--- config.mk ---
export PLATFORM = sky130hd
export DESIGN_NAME = utf8_to_latin9_stream_decoder_flat
export DESIGN_NICKNAME = d
export VERILOG_FILES = /design/src/sv/u8l9_pkg.sv /design/src/sv/u8l9_in_if.sv /design/src/sv/u8l9_out_if.sv /design/src/sv/u8l9_decode.sv /design/src/sv/u8l9_out_reg.sv /design/src/sv/utf8_to_latin9_stream_decoder.sv /design/src/flat_wrapper.sv
export SDC_FILE = /design/constraint.sdc
export NUM_CORES = 1
export LEC_CHECK = 0
export BUFFER_PORTS_ARGS = -buffer_cell sky130_fd_sc_hd__buf_2
export CAP_MARGIN = 20
export CORE_UTILIZATION = 50
export CTS_BUF_LIST = sky130_fd_sc_hd__clkbuf_16
export CTS_CLUSTER_SIZE = 10
export DETAILED_ROUTE_END_ITERATION = 16
export GPL_TIMING_DRIVEN = 0
export HOLD_SLACK_MARGIN = 0.1
export PLACE_DENSITY = 0.73
export SYNTH_ARGS = -nofsm -noshare
export SYNTH_HDL_FRONTEND = slang
export SYNTH_HIERARCHICAL = 1
export SYNTH_SLANG_ARGS = --single-unit
export TNS_END_PERCENT = 10
--- constraint.sdc ---
create_clock -name clk -period 4.1 [get_ports clk]
set_input_delay 0 -clock clk [delete_from_list [all_inputs] [get_ports clk]]
set_output_delay 0 -clock clk [all_outputs]
set_load 0.03 [all_outputs]
--- src/sv/u8l9_pkg.sv ---
// Shared types, constants and the Latin-9 mapping function of the UTF-8 to Latin-9 decoder.
package u8l9_pkg;

	localparam int COUNT_WIDTH = 16;
	localparam int LEN_WIDTH   = 16;
	localparam int ACC_WIDTH   = 31;

	localparam logic [COUNT_WIDTH-1:0] COUNT_MAX = {COUNT_WIDTH{1'b1}};
	localparam logic [LEN_WIDTH-1:0]   LEN_MAX   = {LEN_WIDTH{1'b1}};

	// Continuation byte pattern and the six-bit payload mask.
	localparam logic [7:0] CONT_MASK  = 8'hC0;
	localparam logic [7:0] CONT_MATCH = 8'h80;
	localparam logic [7:0] PAYLOAD6   = 8'h3F;

	// Code points that Latin-9 places in the upper half.
	localparam logic [ACC_WIDTH-1:0] CP_OE_UPPER = ACC_WIDTH'(32'h0152);
	localparam logic [ACC_WIDTH-1:0] CP_OE_LOWER = ACC_WIDTH'(32'h0153);
	localparam logic [ACC_WIDTH-1:0] CP_S_CARON  = ACC_WIDTH'(32'h0160);
	localparam logic [ACC_WIDTH-1:0] CP_s_CARON  = ACC_WIDTH'(32'h0161);
	localparam logic [ACC_WIDTH-1:0] CP_Y_DIAER  = ACC_WIDTH'(32'h0178);
	localparam logic [ACC_WIDTH-1:0] CP_Z_CARON  = ACC_WIDTH'(32'h017D);
	localparam logic [ACC_WIDTH-1:0] CP_z_CARON  = ACC_WIDTH'(32'h017E);
	localparam logic [ACC_WIDTH-1:0] CP_EURO     = ACC_WIDTH'(32'h20AC);

	typedef struct packed {
		logic [7:0] in_byte;
		logic       last;
	} in_item_t;

	typedef struct packed {
		logic [7:0]           out_byte;
		logic                 byte_valid;
		logic                 end_of_string;
		logic [LEN_WIDTH-1:0] out_length;
	} out_item_t;

	typedef struct packed {
		logic       ok;
		logic [7:0] code;
	} map_t;

	function automatic map_t map_latin9(input logic [ACC_WIDTH-1:0] cp);
		map_t r;
		r.ok   = 1'b1;
		r.code = cp[7:0];
		if (cp[ACC_WIDTH-1:8] != '0) begin
			case (cp)
				CP_OE_UPPER: r.code = 8'hBC;
				CP_OE_LOWER: r.code = 8'hBD;
				CP_S_CARON:  r.code = 8'hA6;
				CP_s_CARON:  r.code = 8'hA8;
				CP_Y_DIAER:  r.code = 8'hBE;
				CP_Z_CARON:  r.code = 8'hB4;
				CP_z_CARON:  r.code = 8'hB8;
				CP_EURO:     r.code = 8'hA4;
				default: begin
					r.ok   = 1'b0;
					r.code = 8'h00;
				end
			endcase
		end
		return r;
	endfunction

	function automatic logic [LEN_WIDTH-1:0] sat_len(input logic [COUNT_WIDTH-1:0] c);
		logic [63:0] w;
		w = 64'(c);
		return (w > 64'(LEN_MAX)) ? LEN_MAX : w[LEN_WIDTH-1:0];
	endfunction

endpackage

--- src/sv/u8l9_in_if.sv ---
// Request channel that carries UTF-8 input bytes.
interface u8l9_in_if;
	import u8l9_pkg::*;

	logic     valid;
	logic     ready;
	in_item_t item;

	modport source (output valid, output item, input ready);
	modport sink (input valid, input item, output ready);
endinterface

--- src/sv/u8l9_out_if.sv ---
// Request channel that carries decoded Latin-9 results.
interface u8l9_out_if;
	import u8l9_pkg::*;

	logic      valid;
	logic      ready;
	out_item_t item;

	modport source (output valid, output item, input ready);
	modport sink (input valid, input item, output ready);
endinterface

--- src/sv/u8l9_decode.sv ---
// Sequence state registers and the single-pass decode of one input byte.
module u8l9_decode (
	input  logic                clk,
	input  logic                arst_n,
	input  logic                advance,
	input  u8l9_pkg::in_item_t  item,
	output logic                res_valid,
	output u8l9_pkg::out_item_t res
);
	import u8l9_pkg::*;

	logic [2:0]             pending_q;
	logic [ACC_WIDTH-1:0]   accum_q;
	logic                   cont_ok_q;
	logic [COUNT_WIDTH-1:0] count_q;

	logic [2:0]             pending_d;
	logic [ACC_WIDTH-1:0]   accum_d;
	logic                   cont_ok_d;
	logic [COUNT_WIDTH-1:0] count_d;
	logic                   emit;
	logic [7:0]             val;
	logic [7:0]             b;
	map_t                   mapped;

	assign b = item.in_byte;

	always_comb begin
		pending_d = pending_q;
		accum_d   = accum_q;
		cont_ok_d = cont_ok_q;
		emit      = 1'b0;
		val       = 8'h00;
		mapped    = '0;
		if (pending_q != 3'd0) begin
			if ((b & CONT_MASK) != CONT_MATCH) begin
				cont_ok_d = 1'b0;
			end
			accum_d   = {accum_q[ACC_WIDTH-7:0], b[5:0]};
			mapped    = map_latin9(accum_d);
			pending_d = pending_q - 3'd1;
			if (pending_d == 3'd0 && cont_ok_d) begin
				emit = mapped.ok;
				val  = mapped.code;
			end
		end else if (b[7] == 1'b0) begin
			emit = 1'b1;
			val  = b;
		end else if (b inside {[8'h80:8'hBF], 8'hFE, 8'hFF}) begin
			// Stray continuation or an invalid byte: nothing happens.
		end else begin
			cont_ok_d = 1'b1;
			if (b < 8'hE0) begin
				pending_d = 3'd1;
				accum_d   = ACC_WIDTH'(b[4:0]);
			end else if (b < 8'hF0) begin
				pending_d = 3'd2;
				accum_d   = ACC_WIDTH'(b[3:0]);
			end else if (b < 8'hF8) begin
				pending_d = 3'd3;
				accum_d   = ACC_WIDTH'(b[2:0]);
			end else if (b < 8'hFC) begin
				pending_d = 3'd4;
				accum_d   = ACC_WIDTH'(b[1:0]);
			end else begin
				pending_d = 3'd5;
				accum_d   = ACC_WIDTH'(b[0]);
			end
		end

		count_d = count_q;
		if (emit && count_q != COUNT_MAX) begin
			count_d = count_q + COUNT_WIDTH'(1);
		end

		res_valid          = emit || item.last;
		res.out_byte       = emit ? val : 8'h00;
		res.byte_valid     = emit;
		res.end_of_string  = item.last;
		res.out_length     = item.last ? sat_len(count_d) : '0;
	end

	// The end of a string puts every piece of state back to its reset value.
	always_ff @(posedge clk or negedge arst_n) begin
		if (!arst_n) begin
			pending_q <= 3'd0;
			accum_q   <= '0;
			cont_ok_q <= 1'b1;
			count_q   <= '0;
		end else if (advance) begin
			if (item.last) begin
				pending_q <= 3'd0;
				accum_q   <= '0;
				cont_ok_q <= 1'b1;
				count_q   <= '0;
			end else begin
				pending_q <= pending_d;
				accum_q   <= accum_d;
				cont_ok_q <= cont_ok_d;
				count_q   <= count_d;
			end
		end
	end
endmodule

--- src/sv/u8l9_out_reg.sv ---
// Result register that drives the output channel.
module u8l9_out_reg (
	input  logic                clk,
	input  logic                arst_n,
	input  logic                load,
	input  u8l9_pkg::out_item_t res,
	output logic                free,
	u8l9_out_if.source          latin9
);
	import u8l9_pkg::*;

	logic      valid_q;
	out_item_t item_q;

	assign free         = !valid_q || latin9.ready;
	assign latin9.valid = valid_q;
	assign latin9.item  = item_q;

	always_ff @(posedge clk or negedge arst_n) begin
		if (!arst_n) begin
			valid_q <= 1'b0;
		end else if (load) begin
			valid_q <= 1'b1;
		end else if (latin9.ready) begin
			valid_q <= 1'b0;
		end
	end

	always_ff @(posedge clk) begin
		if (load) begin
			item_q <= res;
		end
	end
endmodule

--- src/sv/utf8_to_latin9_stream_decoder.sv ---
// UTF-8 to Latin-9 decoder: a byte goes from the input register to the result register.
// Throughput: one byte per cycle; the input register stalls only when a byte
// that yields a result finds the result register still full.
// Reset clears all valid flags and the sequence state; payload registers are not reset.
module utf8_to_latin9_stream_decoder (
	input  logic       clk,
	input  logic       arst_n,
	u8l9_in_if.sink    utf8,
	u8l9_out_if.source latin9
);
	import u8l9_pkg::*;

	logic      valid_s1;
	in_item_t  item_s1;
	logic      advance;
	logic      res_valid;
	out_item_t res;
	logic      out_free;

	assign advance    = valid_s1 && (!res_valid || out_free);
	assign utf8.ready = !valid_s1 || advance;

	always_ff @(posedge clk or negedge arst_n) begin
		if (!arst_n) begin
			valid_s1 <= 1'b0;
		end else if (utf8.ready) begin
			valid_s1 <= utf8.valid;
		end
	end

	always_ff @(posedge clk) begin
		if (utf8.valid && utf8.ready) begin
			item_s1 <= utf8.item;
		end
	end

	u8l9_decode u_decode (
		.clk       (clk),
		.arst_n    (arst_n),
		.advance   (advance),
		.item      (item_s1),
		.res_valid (res_valid),
		.res       (res)
	);

	u8l9_out_reg u_out (
		.clk    (clk),
		.arst_n (arst_n),
		.load   (advance && res_valid),
		.res    (res),
		.free   (out_free),
		.latin9 (latin9)
	);
endmodule
--- src/flat_wrapper.sv ---
// flat-port wrapper written by rule: the top's interface ports become plain ports
module utf8_to_latin9_stream_decoder_flat import u8l9_pkg::*;
  (clk, arst_n, utf8_valid, utf8_item, utf8_ready, latin9_valid, latin9_item, latin9_ready);
  u8l9_in_if utf8_i ();
  u8l9_out_if latin9_i ();
  input  logic clk;
  input  logic arst_n;
  input wire logic [$bits(utf8_i.valid)-1:0] utf8_valid;
  input wire logic [$bits(utf8_i.item)-1:0] utf8_item;
  output wire logic [$bits(utf8_i.ready)-1:0] utf8_ready;
  output wire logic [$bits(latin9_i.valid)-1:0] latin9_valid;
  output wire logic [$bits(latin9_i.item)-1:0] latin9_item;
  input wire logic [$bits(latin9_i.ready)-1:0] latin9_ready;
  assign utf8_i.valid = utf8_valid;
  assign utf8_i.item = utf8_item;
  assign utf8_ready = utf8_i.ready;
  assign latin9_valid = latin9_i.valid;
  assign latin9_item = latin9_i.item;
  assign latin9_i.ready = latin9_ready;
  utf8_to_latin9_stream_decoder u_core (.clk(clk), .arst_n(arst_n), .utf8(utf8_i), .latin9(latin9_i));
endmodule
**After elaboration in Yosys (flattened, before gate mapping)**

Index checks and enable logic that the tools add are counted.

- Flip-flop bits (word level): 82
- Input port bits: 13
- Output and inout port bits: 28
- Word-level logic and storage cells: 89

- Add/sub/neg operators: 2
- $lt $le $gt $ge: 6
- Equality and inequality tests: 13
- Mux-type cells: 35
- Reductions and logical operators: 21

Operators with widths:

| operator | number |
|---|---|
| == test 31 x 9 -> 1 bit (second input constant) | 7 |
| two-way mux 25 bit | 4 |
| one-hot mux 8 bit (8 select lines) | 1 |
| less-than comparator 8 bit (second input constant) | 4 |
| two-way mux 16 bit | 2 |
| == test 31 x 14 -> 1 bit (second input constant) | 1 |
| two-way mux 3 bit | 8 |
| nonzero test 23 bit | 1 |
| adder 16 x 1 -> 16 bit (second input constant) | 1 |
| == test 8 bit (second input constant) | 2 |
| two-way mux 8 bit | 2 |
| != test 16 bit (second input constant) | 1 |
| two-way mux 1 bit | 13 |
| two-way mux 9 bit | 1 |
| nonzero test 3 bit | 3 |
| greater-or-equal comparator 8 bit (second input constant) | 1 |
| <= comparator 8 bit (second input constant) | 1 |
| OR reduction 8 bit | 1 |
| two-way mux 7 bit | 1 |
| logical AND 1 bit | 6 |
| two-way mux 5 bit | 1 |
| logical OR 1 bit | 4 |
| two-way mux 4 bit | 1 |
| zero test 1 bit | 3 |
| other kinds (7) | 7 |

**Longest topological paths before layout**

Gate-level depths: netlist (run 1).

- Word-level depth: 12
- Depth in mapped cells: 18
- Gate-level depth less buffers: 12

**By module**

Netlist (run 1), hierarchy kept.

Modules (own cells, without submodules):

| module | times used | cells an instance | area an instance (µm²) | sequential area each (µm²) |
|---|---|---|---|---|
| u8l9_decode | 1 | 403 | 3141.8 | 1127.3 |
| u8l9_out_reg | 1 | 29 | 828.3 | 805.8 |
| utf8_to_latin9_stream_decoder | 1 | 16 | 349.1 | 295.3 |

**Least setup slack after synthesis (run 1)**

Ideal clock, no wire load.

- Path type: reg-to-reg
- Start: register u_core.u_decode.accum_q[9]
- End: register u_core.u_decode.accum_q[2]
- Setup time: 110 ps
- Data arrival time: 3414 ps
- Data required time: 3990 ps
- Setup slack: 576 ps
- Cell stages (with the launch flop): 17
- Path buffers: 6
- Period minus slack after synthesis: 3524 ps
- Cells stage by stage: dfrtp_1 -> or4_4 -> or4_4 -> nand3_2 -> nand2_2 -> or2_1 -> buf_6 -> buf_2 -> clkbuf_1 -> nand2_1 -> a21boi_0 -> clkbuf_1 -> o31ai_1 -> clkbuf_1 -> clkbuf_1 -> nand2_1 -> o41ai_1

- Word-level cells in the longest chain between the ends: 11
- Elaborated cells on any way between the ends: 19
- Those cells by class: eq/ne: 8; mux: 4; reduce/logical: 7

RTL lines:

| element | RTL line | text |
|---|---|---|
| start, declared | u8l9_decode.sv:13 | `logic [ACC_WIDTH-1:0] accum_q;` |
| start signal, assigned | u8l9_decode.sv:98 | `accum_q <= accum_d;` |
| == test 31 x 14 -> 1 bit or == test 31 x 9 -> 1 bit (tied branches) | u8l9_pkg.sv:48 | `case (cp)` |
| OR reduction 8 bit (no line) | -- |  |
| two-way mux 1 bit | u8l9_pkg.sv:48 |  |
| two-way mux 9 bit * | u8l9_pkg.sv:47 | `if (cp[ACC_WIDTH-1:8] != '0) begin` |
| two-way mux 1 bit * | u8l9_decode.sv:42 | `if (pending_d == 3'd0 && cont_ok_d) begin` |
| two-way mux 1 bit * | u8l9_decode.sv:35 | `if (pending_q != 3'd0) begin` |
| logical OR 1 bit * | u8l9_decode.sv:76 | `res_valid = emit \|\| item.last;` |
| net u_core.res_valid | utf8_to_latin9_stream_decoder.sv:16 | `logic res_valid;` |
| zero test 1 bit * | utf8_to_latin9_stream_decoder.sv:20 | `assign advance = valid_s1 && (!res_valid \|\| out_free);` |
| logical OR 1 bit * | utf8_to_latin9_stream_decoder.sv:20 |  |
| logical AND 1 bit * | utf8_to_latin9_stream_decoder.sv:20 |  |
| net u_core.advance | utf8_to_latin9_stream_decoder.sv:15 | `logic advance;` |
| AND reduction 3 bit (no line) * | -- |  |

The timed path passes the listed nets; every way through them passes the cells marked *.
A chain may end at the register's enable or synchronous reset.

**Worst setup path after layout (run 1)**

- Start: register u_core.u_decode.accum_q[9]
- End: register u_core.u_decode.accum_q[0]

The elaborated chain is that of the path after synthesis.

==> impl_metrics.toml, run 1 <==
[clock_network]
clk-insertion-delay-late_ns = 0.33
clock_path_buffers = 2
clock-root-buffer = "clkbuf_16"
cts_made_buffers = 9
tritoncts = "done"
clock_sinks = 82
clk_pin_slew_ns = 0.06
ctsHtreeMaxLevel = 3
post-cts-setup-buffers = 0

[synthesis]
synth_top_area_share_pct = 26.7
syn-num-nets = 465
synthTopCellsByArea = "dfrtp_1 27%, edfxtp_1 24%, nand2_1 5.8%"
synth_ff_type = "dfrtp_1"
ys_seq_area_share_pct = 51.6
syn_avg_cell_area_um2 = 9.64
yosysWarnings = 6
syn_inst = 448
netlist_area_um2 = 4320
synth_edf_count = 35
synth_top_cell_by_area = "dfrtp_1"
async_flop_share_pct = 57.3
synth-seq-cells = 82
synth.distinct_cells = 65

[worst_setup_path]
r2r_end = "u_core/u_decode/accum_q[0]"
regToRegSetupSlack_ns = 0.20
critPathRequiredTime_ns = 4.34
critical_path.max_fanout = 10
timing.rr.start = "u_core/u_decode/accum_q[9]"
critical_path_arrival_ns = 4.14
worstPathCellList = "or4_4 > or4_4 > nand3_2 > nand2_2 > or2_1 > buf_6 > buf_2 > clkbuf_4 > nand2_1 > a21boi_0 > clkbuf_4 > o31ai_1 > clkbuf_2 > clkbuf_2 > nand2_1 > o21ai_0"
startpoint_type = "register"
endpoint_kind = "register"
path_class = "register to register"
reg2regPathDepth = 16
critical_path.slowest_cell = "or4_4"
crit_buf_inv = 6
path_delay_family = "simple AND/OR/NAND/NOR gates"
cp_slowest_stage_delay_ns = 0.56

[grt]
grt_pass1_wl_um = 17200
track_usage_pct = 24.7
grt_overflow = 0
grt_pass1_vias = 3526
antenna_found_initial = 0
grt_max_degree = 48

[floorplan]
io_pins = 41
coreArea_um2 = 8300
rows = 33
start_util_pct = 52.0
die_x_um = 94.9
fp.dieH_um = 94.9
die-area_um2 = 9010

[power_and_ir_drop]
p_leak_uw = 0.00205
p_per_area_nw_per_um2 = 634
total_power_uw = 3300
vdd_drop_max_uv = 368

[cells_and_area]
multiInputGateArea_um2 = 1920
syn_to_final_growth_pct = 20.6
drive_gt1_share_pct = 16.2
fin_nets = 530
layout_commonest_cell = "nand2_1"
final_cell_mix = "67 x nand2_1, 46 x dfrtp_1, 42 x o21ai_0, 41 x buf_2, 35 x edfxtp_1"
insertedDiodeCount = 0
fill_cells = 663
seq_area_um2 = 2230

[timing]
max_clock_freq_ghz = 0.256
slew_headroom_pct = 57.9
slew_viol_final = 0
rsz0062_at_grt = "no"
tns_ns = 0
finClkSkew_ns = 0.00858
worst_slew_pin_slew_ns = 0.631
finalHoldViolations = 0
setup_viol = 0
fin_crit_sh_pct = 95.2
min_period_ns = 3.90

[route]
ant_nets = 0
totalWireLength_um = 10700
dr.pass1.iters = 5
drt-initial-drc-count = 274
drc = 0
wl_per_cell_um = 17.1
via_count = 3734
vias_per_cell = 5.99

[worst_hold_path]
hp-class = "primary input to async pin"

[placed_design]
dp_hpwl_um = 7000
io_buffers = 40
gp_congestion = 0.914

[run_status]
status = "finished clean"

[flow_run]
drv_cap = 0
==> synthesized netlist by cell type, types with 2 or more instances <==
library cell  count
or4_1             9
ha_1              4
nor4_1            8
or4_4             2
xnor2_1           4
buf_4             2
xor2_1            2
and3_1            6
nor2_1           18
o21a_1            3
o221ai_1          2
edfxtp_1         35
nand2_1          67
a221o_1           2
a21oi_1          19
nand2b_1         10
nor2b_1           8
o211ai_1          7
o21ai_0          43
o41ai_1           2
a311o_1           4
o31ai_1           5
or3_1             9
and2_1            3
a21o_1            2
a211o_1           2
nand4_1          12
nand3_1          21
nor4bb_1          2
o311ai_0          3
inv_1            15
dfrtp_1          46
nor3_1            9
o311ai_1          2
clkbuf_1         26
clkinv_1          2
buf_6             2
a22o_1            3
==> final cells by class <==
| cell class | count | area share (%) |
|---|---|---|
| Tap cell | 105 | 2.52 |
| Clock buffer | 9 | 4.32 |
| Multi-Input combinational cell | 318 | 36.9 |
| Buffer | 31 | 2.96 |
| Sequential cell | 82 | 42.8 |
| Clock inverter | 7 | 2.55 |
| Timing Repair Buffer | 54 | 6.73 |
| Inverter | 17 | 1.23 |
==> registers in the layout, indices dropped and copies added, names as in the netlist <==
| name | flops |
|---|---|
| u_core/u_decode/count_q | 16 |
| u_core/item_s1 | 9 |
| u_core/u_decode/pending_q | 3 |
| u_core/valid_s1 | 1 |
| u_core/u_out/latin9.item | 26 |
| u_core/u_out/latin9.valid | 1 |
| u_core/u_decode/cont_ok_q | 1 |
| u_core/u_decode/accum_q | 25 |
==> repair_timing <==
action,in CTS,in global routing
hold buffers,13,0
gates resized for setup,6,15
hold endpoints to repair,57,0
setup endpoints to repair,44,41
pin swaps,0,1
==> cell families (layout without fill, tap and decap cells) <==
logic type / count (synthesis) / in the layout / share of synthesized area, %
AO/OA/AOI/OAI: 109 / 109 / 16.5
buffers and inverters: 48 / 118 / 4.72
XOR/XNOR: 6 / 6 / 1.22
flip-flops: 82 / 82 / 51.6
adder cells (fa/ha/maj): 4 / 4 / 1.16
AND/OR/NAND/NOR: 199 / 199 / 24.9
==> worst max-delay path by stage <==
stage,from,to,slack (ns),depth (start not counted)
floorplan,u_core/u_decode/accum_q[9],u_core/u_decode/accum_q[2],0.58,16
global placement,u_core/item_s1[2],u_core/u_decode/accum_q[0],-0.42,17
detailed placement,u_core/item_s1[2],u_core/u_decode/accum_q[0],-0.51,17
CTS,u_core/item_s1[4],u_core/u_decode/accum_q[0],0.03,17
global route,u_core/u_decode/pending_q[0],u_core/u_decode/accum_q[2],0.01,18
finish,u_core/u_decode/accum_q[9],u_core/u_decode/accum_q[0],0.20,16
==> stage by stage <==
| step | setup slack (ns) | hold slack (ns) | cell area [um2] | std cells | util (%) |
|---|---|---|---|---|---|
| 6_report | 0.197 | 0.132 | 5210 | 623 | 62.7 |
| 3_3_place_gp | -0.422 | 0.176 | 4650 | 593 | 56.0 |
| 2_1_floorplan | 0.576 | -0.296 | 4320 | 448 | - |
| 4_1_cts | 0.0306 | 0.373 | 5150 | 622 | 62.1 |
| 5_1_grt | 0.0140 | 0.180 | 5210 | 623 | 62.7 |
| 3_5_place_dp | -0.506 | 0.178 | 4650 | 593 | 56.0 |
==> power by group <==
group / leakage [uW] / total, uW / switching (uW) / internal (uW)
combinational: 0.000904 / 1110 / 736 / 375
sequential: 0.000972 / 1220 / 166 / 1060
clock: 0.000178 / 965 / 314 / 651
==> metal layers <==
metal  GRT usage [%]  up-vias  wire, um
met5               0        -         0
met4            9.47        0       228
met3            4.27       23       569
met2            41.3      139      5320
met1            32.0     1786      4550
li1                -     1786         -
==> worst register-to-register path, cell delays in order, from the launching register on <==
cell	delay, ns
dfrtp_1	0.40
or4_4	0.56
or4_4	0.45
nand3_2	0.09
nand2_2	0.10
or2_1	0.24
buf_6	0.15
buf_2	0.19
clkbuf_4	0.22
nand2_1	0.17
a21boi_0	0.11
clkbuf_4	0.20
o31ai_1	0.15
clkbuf_2	0.31
clkbuf_2	0.29
nand2_1	0.10
o21ai_0	0.09
Power figures use the tool's default switching activity.
==> run 2, diff against run 1 <==
- ABC_AREA: not set -> 1
==> run 2 against run 1 <==
Against the previous run:
- register-to-register slack improved by 0.27 ns
- final cell count rose by 13%
- first-iteration DRC count shrank 9.5%
- global-route usage down 0.23 points
- largest power group unchanged
==> impl_metrics.toml, run 2 <==
[run_status]
status = "finished clean"

[floorplan]
start_util_pct = 52.2
io_pins = 41
rows = 33
die-area_um2 = 8990
coreArea_um2 = 8260
die_x_um = 94.8
fp.dieH_um = 94.8

[worst_setup_path]
r2r_end = "u_core/u_decode/accum_q[5]"
critPathRequiredTime_ns = 4.29
crit_start = "u_core/item_s1[5]"
critical_path_arrival_ns = 3.82
endpoint_kind = "register"
cp-endpoint = "u_core/u_decode/accum_q[5]"
regToRegSetupSlack_ns = 0.47
critical_path.max_fanout = 10
reg2regPathDepth = 19
path_class = "register to register"
startpoint_type = "register"
timing.rr.start = "u_core/item_s1[5]"

[timing]
slew_viol_final = 0
timing.hold.ws_ns = 0.384
fin_crit_sh_pct = 88.6
finalHoldViolations = 0
max_clock_freq_ghz = 0.275
tns_ns = 0
min_period_ns = 3.63
slew_headroom_pct = 56.5
worst_slew_pin_slew_ns = 0.651
setup_viol = 0
finClkSkew_ns = 0.00679
rsz0062_at_grt = "no"

[placed_design]
io_buffers = 40
dp_hpwl_um = 7020
gp_congestion = 0.895

[cells_and_area]
drive_gt1_share_pct = 16.4
layout_commonest_cell = "nand2_1"
largest_reg_flops = 26
fill_cells = 732
syn_to_final_growth_pct = 18.7
insertedDiodeCount = 0
final_cell_mix = "145 x nand2_1, 61 x nor2_1, 58 x inv_1, 50 x nand3_1, 46 x dfrtp_1"
fin_nets = 608

[clock_network]
clock-root-buffer = "clkbuf_16"
ctsHtreeMaxLevel = 3
clk_pin_slew_ns = 0.06
cts_made_buffers = 9
clk-insertion-delay-late_ns = 0.33
tritoncts = "done"
post-cts-setup-buffers = 0
clock_path_buffers = 2
clock_sinks = 82

[route]
vias_per_cell = 5.33
totalWireLength_um = 10100
drt-initial-drc-count = 248
dr.pass1.iters = 5
ant_nets = 0
drc = 0
via_count = 3733
wl_per_cell_um = 14.3

[synthesis]
synth.distinct_cells = 36
syn-num-nets = 541
syn_avg_cell_area_um2 = 8.22
netlist_area_um2 = 4310
synth_ff_type = "dfrtp_1"
yosysWarnings = 6
netlist_top_cells_count = "145 x nand2_1, 61 x nor2_1, 57 x inv_1"
ys_seq_area_share_pct = 51.7
synth-seq-cells = 82
synth_top_area_share_pct = 26.7
synth_top_cell_by_area = "dfrtp_1"
async_flop_share_pct = 57.3
yosysMostFrequentCell = "nand2_1"
synthTopCellsByArea = "dfrtp_1 27%, edfxtp_1 24%, nand2_1 13%"
synth_edf_count = 35
syn_inst = 524

[grt]
grt_max_degree = 48
track_usage_pct = 24.5
grt_pass1_wl_um = 16800
grt_overflow = 0
antenna_found_initial = 0
grt_pass1_vias = 3622

[power_and_ir_drop]
p_leak_uw = 0.00245
p_per_area_nw_per_um2 = 577
vdd_drop_max_uv = 382

[worst_hold_path]
hp-class = "primary input to register"
hold_start = "utf8_item[5]"

[flow_run]
drv_cap = 0
## run 2: cell types whose count changed in the layout (fill, tap and decap cells not counted), sizes merged, moves of 15 or more
cell | previous run | this run
nand2 | 68 | 153
nor2 | 18 | 67
inv | 16 | 64
nand3 | 22 | 62
clkbuf | 35 | 17
a21oi | 19 | 4
## run 2: timing repair
item	4_1_cts	5_1_grt
hold buffers	13	1
resized for setup	0	0
setup endpoints to repair	0	0
hold endpoints to repair	57	7
## run 2: power by group
group | internal (uW) | switching [uW] | total (uW)
Combinational | 323 | 736 | 1060
Clock | 465 | 309 | 774
Sequential | 1020 | 94.4 | 1120
## run 2: critical path, cell delays in order, from the launching register on
cell and delay [ns]:
edfxtp_1 0.49, inv_2 0.09, nand2_1 0.10, nor2_1 0.07
nand2_1 0.08, nor2_2 0.04, nand2_2 0.07, nand2_1 0.06
nor2_2 0.12, nand2_2 0.08, nand2_4 0.10, nand2_2 0.07
buf_6 0.16, inv_1 0.15, nand2_1 0.13, a21boi_0 0.27
clkinv_1 0.26, nor2_1 0.58, clkbuf_1 0.41, o21ai_0 0.17
## run 2: cell families after synthesis
| logic type | synth area share [%] |
|---|---|
| compound gates | 7.52 |
| buf+inv | 8.05 |
| fa+ha+maj | 1.16 |
| xor+xnor | 1.02 |
| simple gates | 30.5 |
| flops | 51.7 |
## run 2: cell type report
| type | instances | area [um2] | area share, % |
|---|---|---|---|
| inverters | 65 | 244 | 4.77 |
| multi-input cells | 360 | 1730 | 33.9 |
| repair buffers | 56 | 388 | 7.59 |
| well taps | 105 | 131 | 2.57 |
| clock buffers | 9 | 225 | 4.41 |
| flip-flops and latches | 82 | 2230 | 43.6 |
| clock inverters | 7 | 61.3 | 1.20 |
| plain buffers | 17 | 103 | 2.01 |
## run 2: worst min path at each step
stage,slack [ns],cells after the start,endpoint
floorplan,-0.30,0,u_core/u_decode/accum_q[0]
global placement,0.18,1,u_core/item_s1[4]
detailed placement,0.18,1,u_core/item_s1[5]
CTS,0.37,2,u_core/item_s1[6]
global route,0.38,2,u_core/item_s1[7]
finish,0.38,2,u_core/item_s1[5]
## run 2: stage by stage
| step | utilization [%] | power (uW) | std cells | setup WS [ns] | cell area [um2] |
|---|---|---|---|---|---|
| floorplan | - | 1880 | 524 | 1.43 | 4310 |
| global placement | 56.2 | 2130 | 669 | 0.637 | 4640 |
| detailed placement | 56.2 | 2150 | 669 | 0.566 | 4640 |
| CTS | 61.2 | 2940 | 698 | 0.494 | 5050 |
| global route | 61.9 | 3130 | 701 | 0.138 | 5110 |
| finish | 61.9 | 2950 | 701 | 0.468 | 5110 |
## run 2: per-layer routing
metal	vias to the layer above	global-route usage, %	part of all wire, %
li1	1845	-	-
met1	1760	32.8	45
met2	113	40.8	48
met3	15	3.22	4.7
met4	0	8.71	1.7
met5	-	0	0
==> run 3, diff against run 2 <==
- CORE_MARGIN: not set -> 5
==> run 3 against run 2 <==
Against the previous run:
- clock skew is 0.0017 ns higher
- largest cell class unchanged
- worst hold slack lost 0.24 ns
- power decreased by 1.4%
- setup slack got worse by 0.011 ns
- sequential power barely moved
==> impl_metrics.toml, run 3 (synthesis results as in run 2) <==
[timing]
fin_crit_sh_pct = 88.9
max_clock_freq_ghz = 0.274
rsz0062_at_grt = "no"
timing.hold.ws_ns = 0.143
tns_ns = 0
setup_viol = 0
slew_viol_final = 0
worst_slew_pin_slew_ns = 1.05
finalHoldViolations = 0
finClkSkew_ns = 0.00850
slew_headroom_pct = 30.0
min_period_ns = 3.64

[worst_hold_path]
hp-class = "primary input to async pin"

[grt]
grt_busiest_layer = "met2"
grt_overflow = 0
met3_usage_pct = 2.64
grt_max_degree = 48
grt_pass1_vias = 3416
grt_util_met1_pct = 28.8
use_met2_pct = 31.7
grt_pass1_wl_um = 16400
antenna_found_initial = 0
track_usage_pct = 20.2

[route]
drt-initial-drc-count = 223
totalWireLength_um = 9960
via_count = 3640
vias_per_cell = 5.21
ant_nets = 0
wl_per_cell_um = 14.2
dr.pass1.iters = 5
drc = 0

[cells_and_area]
fin_nets = 606
layout_commonest_cell = "nand2_1"
final_cell_mix = "145 x nand2_1, 61 x nor2_1, 58 x inv_1, 50 x nand3_1, 46 x dfrtp_1"
multiInputGateArea_um2 = 1730
drive_gt1_share_pct = 16.2
seq_area_um2 = 2230
insertedDiodeCount = 0
largest_reg_flops = 26
fill_cells = 707
syn_to_final_growth_pct = 17.7

[floorplan]
io_pins = 41
die_x_um = 103
die-area_um2 = 10600
coreArea_um2 = 8300
start_util_pct = 51.9
rows = 33
fp.dieH_um = 103

[power_and_ir_drop]
vdd_drop_max_uv = 280
p_leak_uw = 0.00243
p_per_area_nw_per_um2 = 574

[clock_network]
clock_sinks = 82
cts_made_buffers = 9
cts_resized = 0
clock-root-buffer = "clkbuf_16"
ctsHoldBuffers = 13
clk_pin_slew_ns = 0.06
ctsHtreeMaxLevel = 3
tritoncts = "done"
clock_path_buffers = 2
post-cts-setup-buffers = 0
clk-insertion-delay-late_ns = 0.33

[worst_setup_path]
critical_path.max_fanout = 10
critPathRequiredTime_ns = 4.33
endpoint_kind = "register"
critical_path_arrival_ns = 3.88
path_class = "register to register"
startpoint_type = "register"

[run_status]
status = "finished clean"

[placed_design]
dp_hpwl_um = 6990
io_buffers = 40
gp_congestion = 0.907

[flow_run]
drv_cap = 0
run 3: changes by cell type in the layout (fill, tap and decap cells not counted), sizes merged:
| cell | delta |
|---|---|
| clkbuf | +1 |
| bufinv | -1 |
| clkinv | -2 |
| buf | -1 |
| inv | +2 |
| dlygate4sd3 | -1 |
run 3: critical path: stages (launching register included):
cell	delay, ns
edfxtp_1	0.51
inv_2	0.11
nand2_1	0.12
nor2_1	0.07
nand2_1	0.08
nor2_2	0.04
nand2_2	0.06
nand2_1	0.06
nor2_2	0.12
nand2_2	0.08
nand2_4	0.10
nand2_2	0.07
buf_6	0.15
inv_1	0.15
nand2_1	0.13
a21boi_0	0.24
clkinv_1	0.25
nor2_1	0.53
o21ai_1	0.37
o32ai_1	0.30
run 3: metal layers:
metal,part of all wire [%],wire (um)
met1,46,4570
met2,46,4630
met3,5.9,585
met4,1.7,170
met5,0,0
run 3: path summary, 6_finish.rpt:
path | start | end | slack, ns | cells after the start
max | u_core/item_s1[5] | u_core/u_decode/accum_q[2] | 0.46 | 19
min | arst_n | u_core/u_decode/pending_q[2] | 0.14 | 2
max reg2reg | u_core/item_s1[5] | u_core/u_decode/accum_q[2] | 0.46 | 19
min reg2reg | u_core/u_out/latin9.valid | u_core/u_out/latin9.valid | 0.51 | 2
max in group asynchronous | arst_n | u_core/u_decode/count_q[4] | 3.44 | 3
min in group clk | utf8_item[8] | u_core/item_s1[8] | 0.38 | 2
run 3: final cells by class:
| class | count | share of cell area, % |
|---|---|---|
| Multi-Input combinational cell | 360 | 34.2 |
| Timing Repair Buffer | 54 | 6.91 |
| Tap cell | 105 | 2.59 |
| Sequential cell | 82 | 44.0 |
| Buffer | 17 | 2.02 |
| Inverter | 65 | 4.81 |
| Clock inverter | 6 | 0.568 |
| Clock buffer | 10 | 4.94 |
run 3: metrics by stage:
stage	setup WS [ns]	area [um2]	instances	total power, uW	util (%)
global route	0.0922	5070	699	3100	61.1
finish	0.457	5070	699	2910	61.1
CTS	0.510	5050	698	2920	60.8
floorplan	1.43	4310	524	1880	-
detailed placement	0.530	4640	669	2150	55.9
global placement	0.573	4640	669	2130	55.9
run 3: power by group:
group	total [uW]	leakage, uW	switching [uW]	internal (uW)
Sequential	1120	0.000976	93.6	1030
Clock	749	0.000145	309	440
Combinational	1040	0.00131	731	311
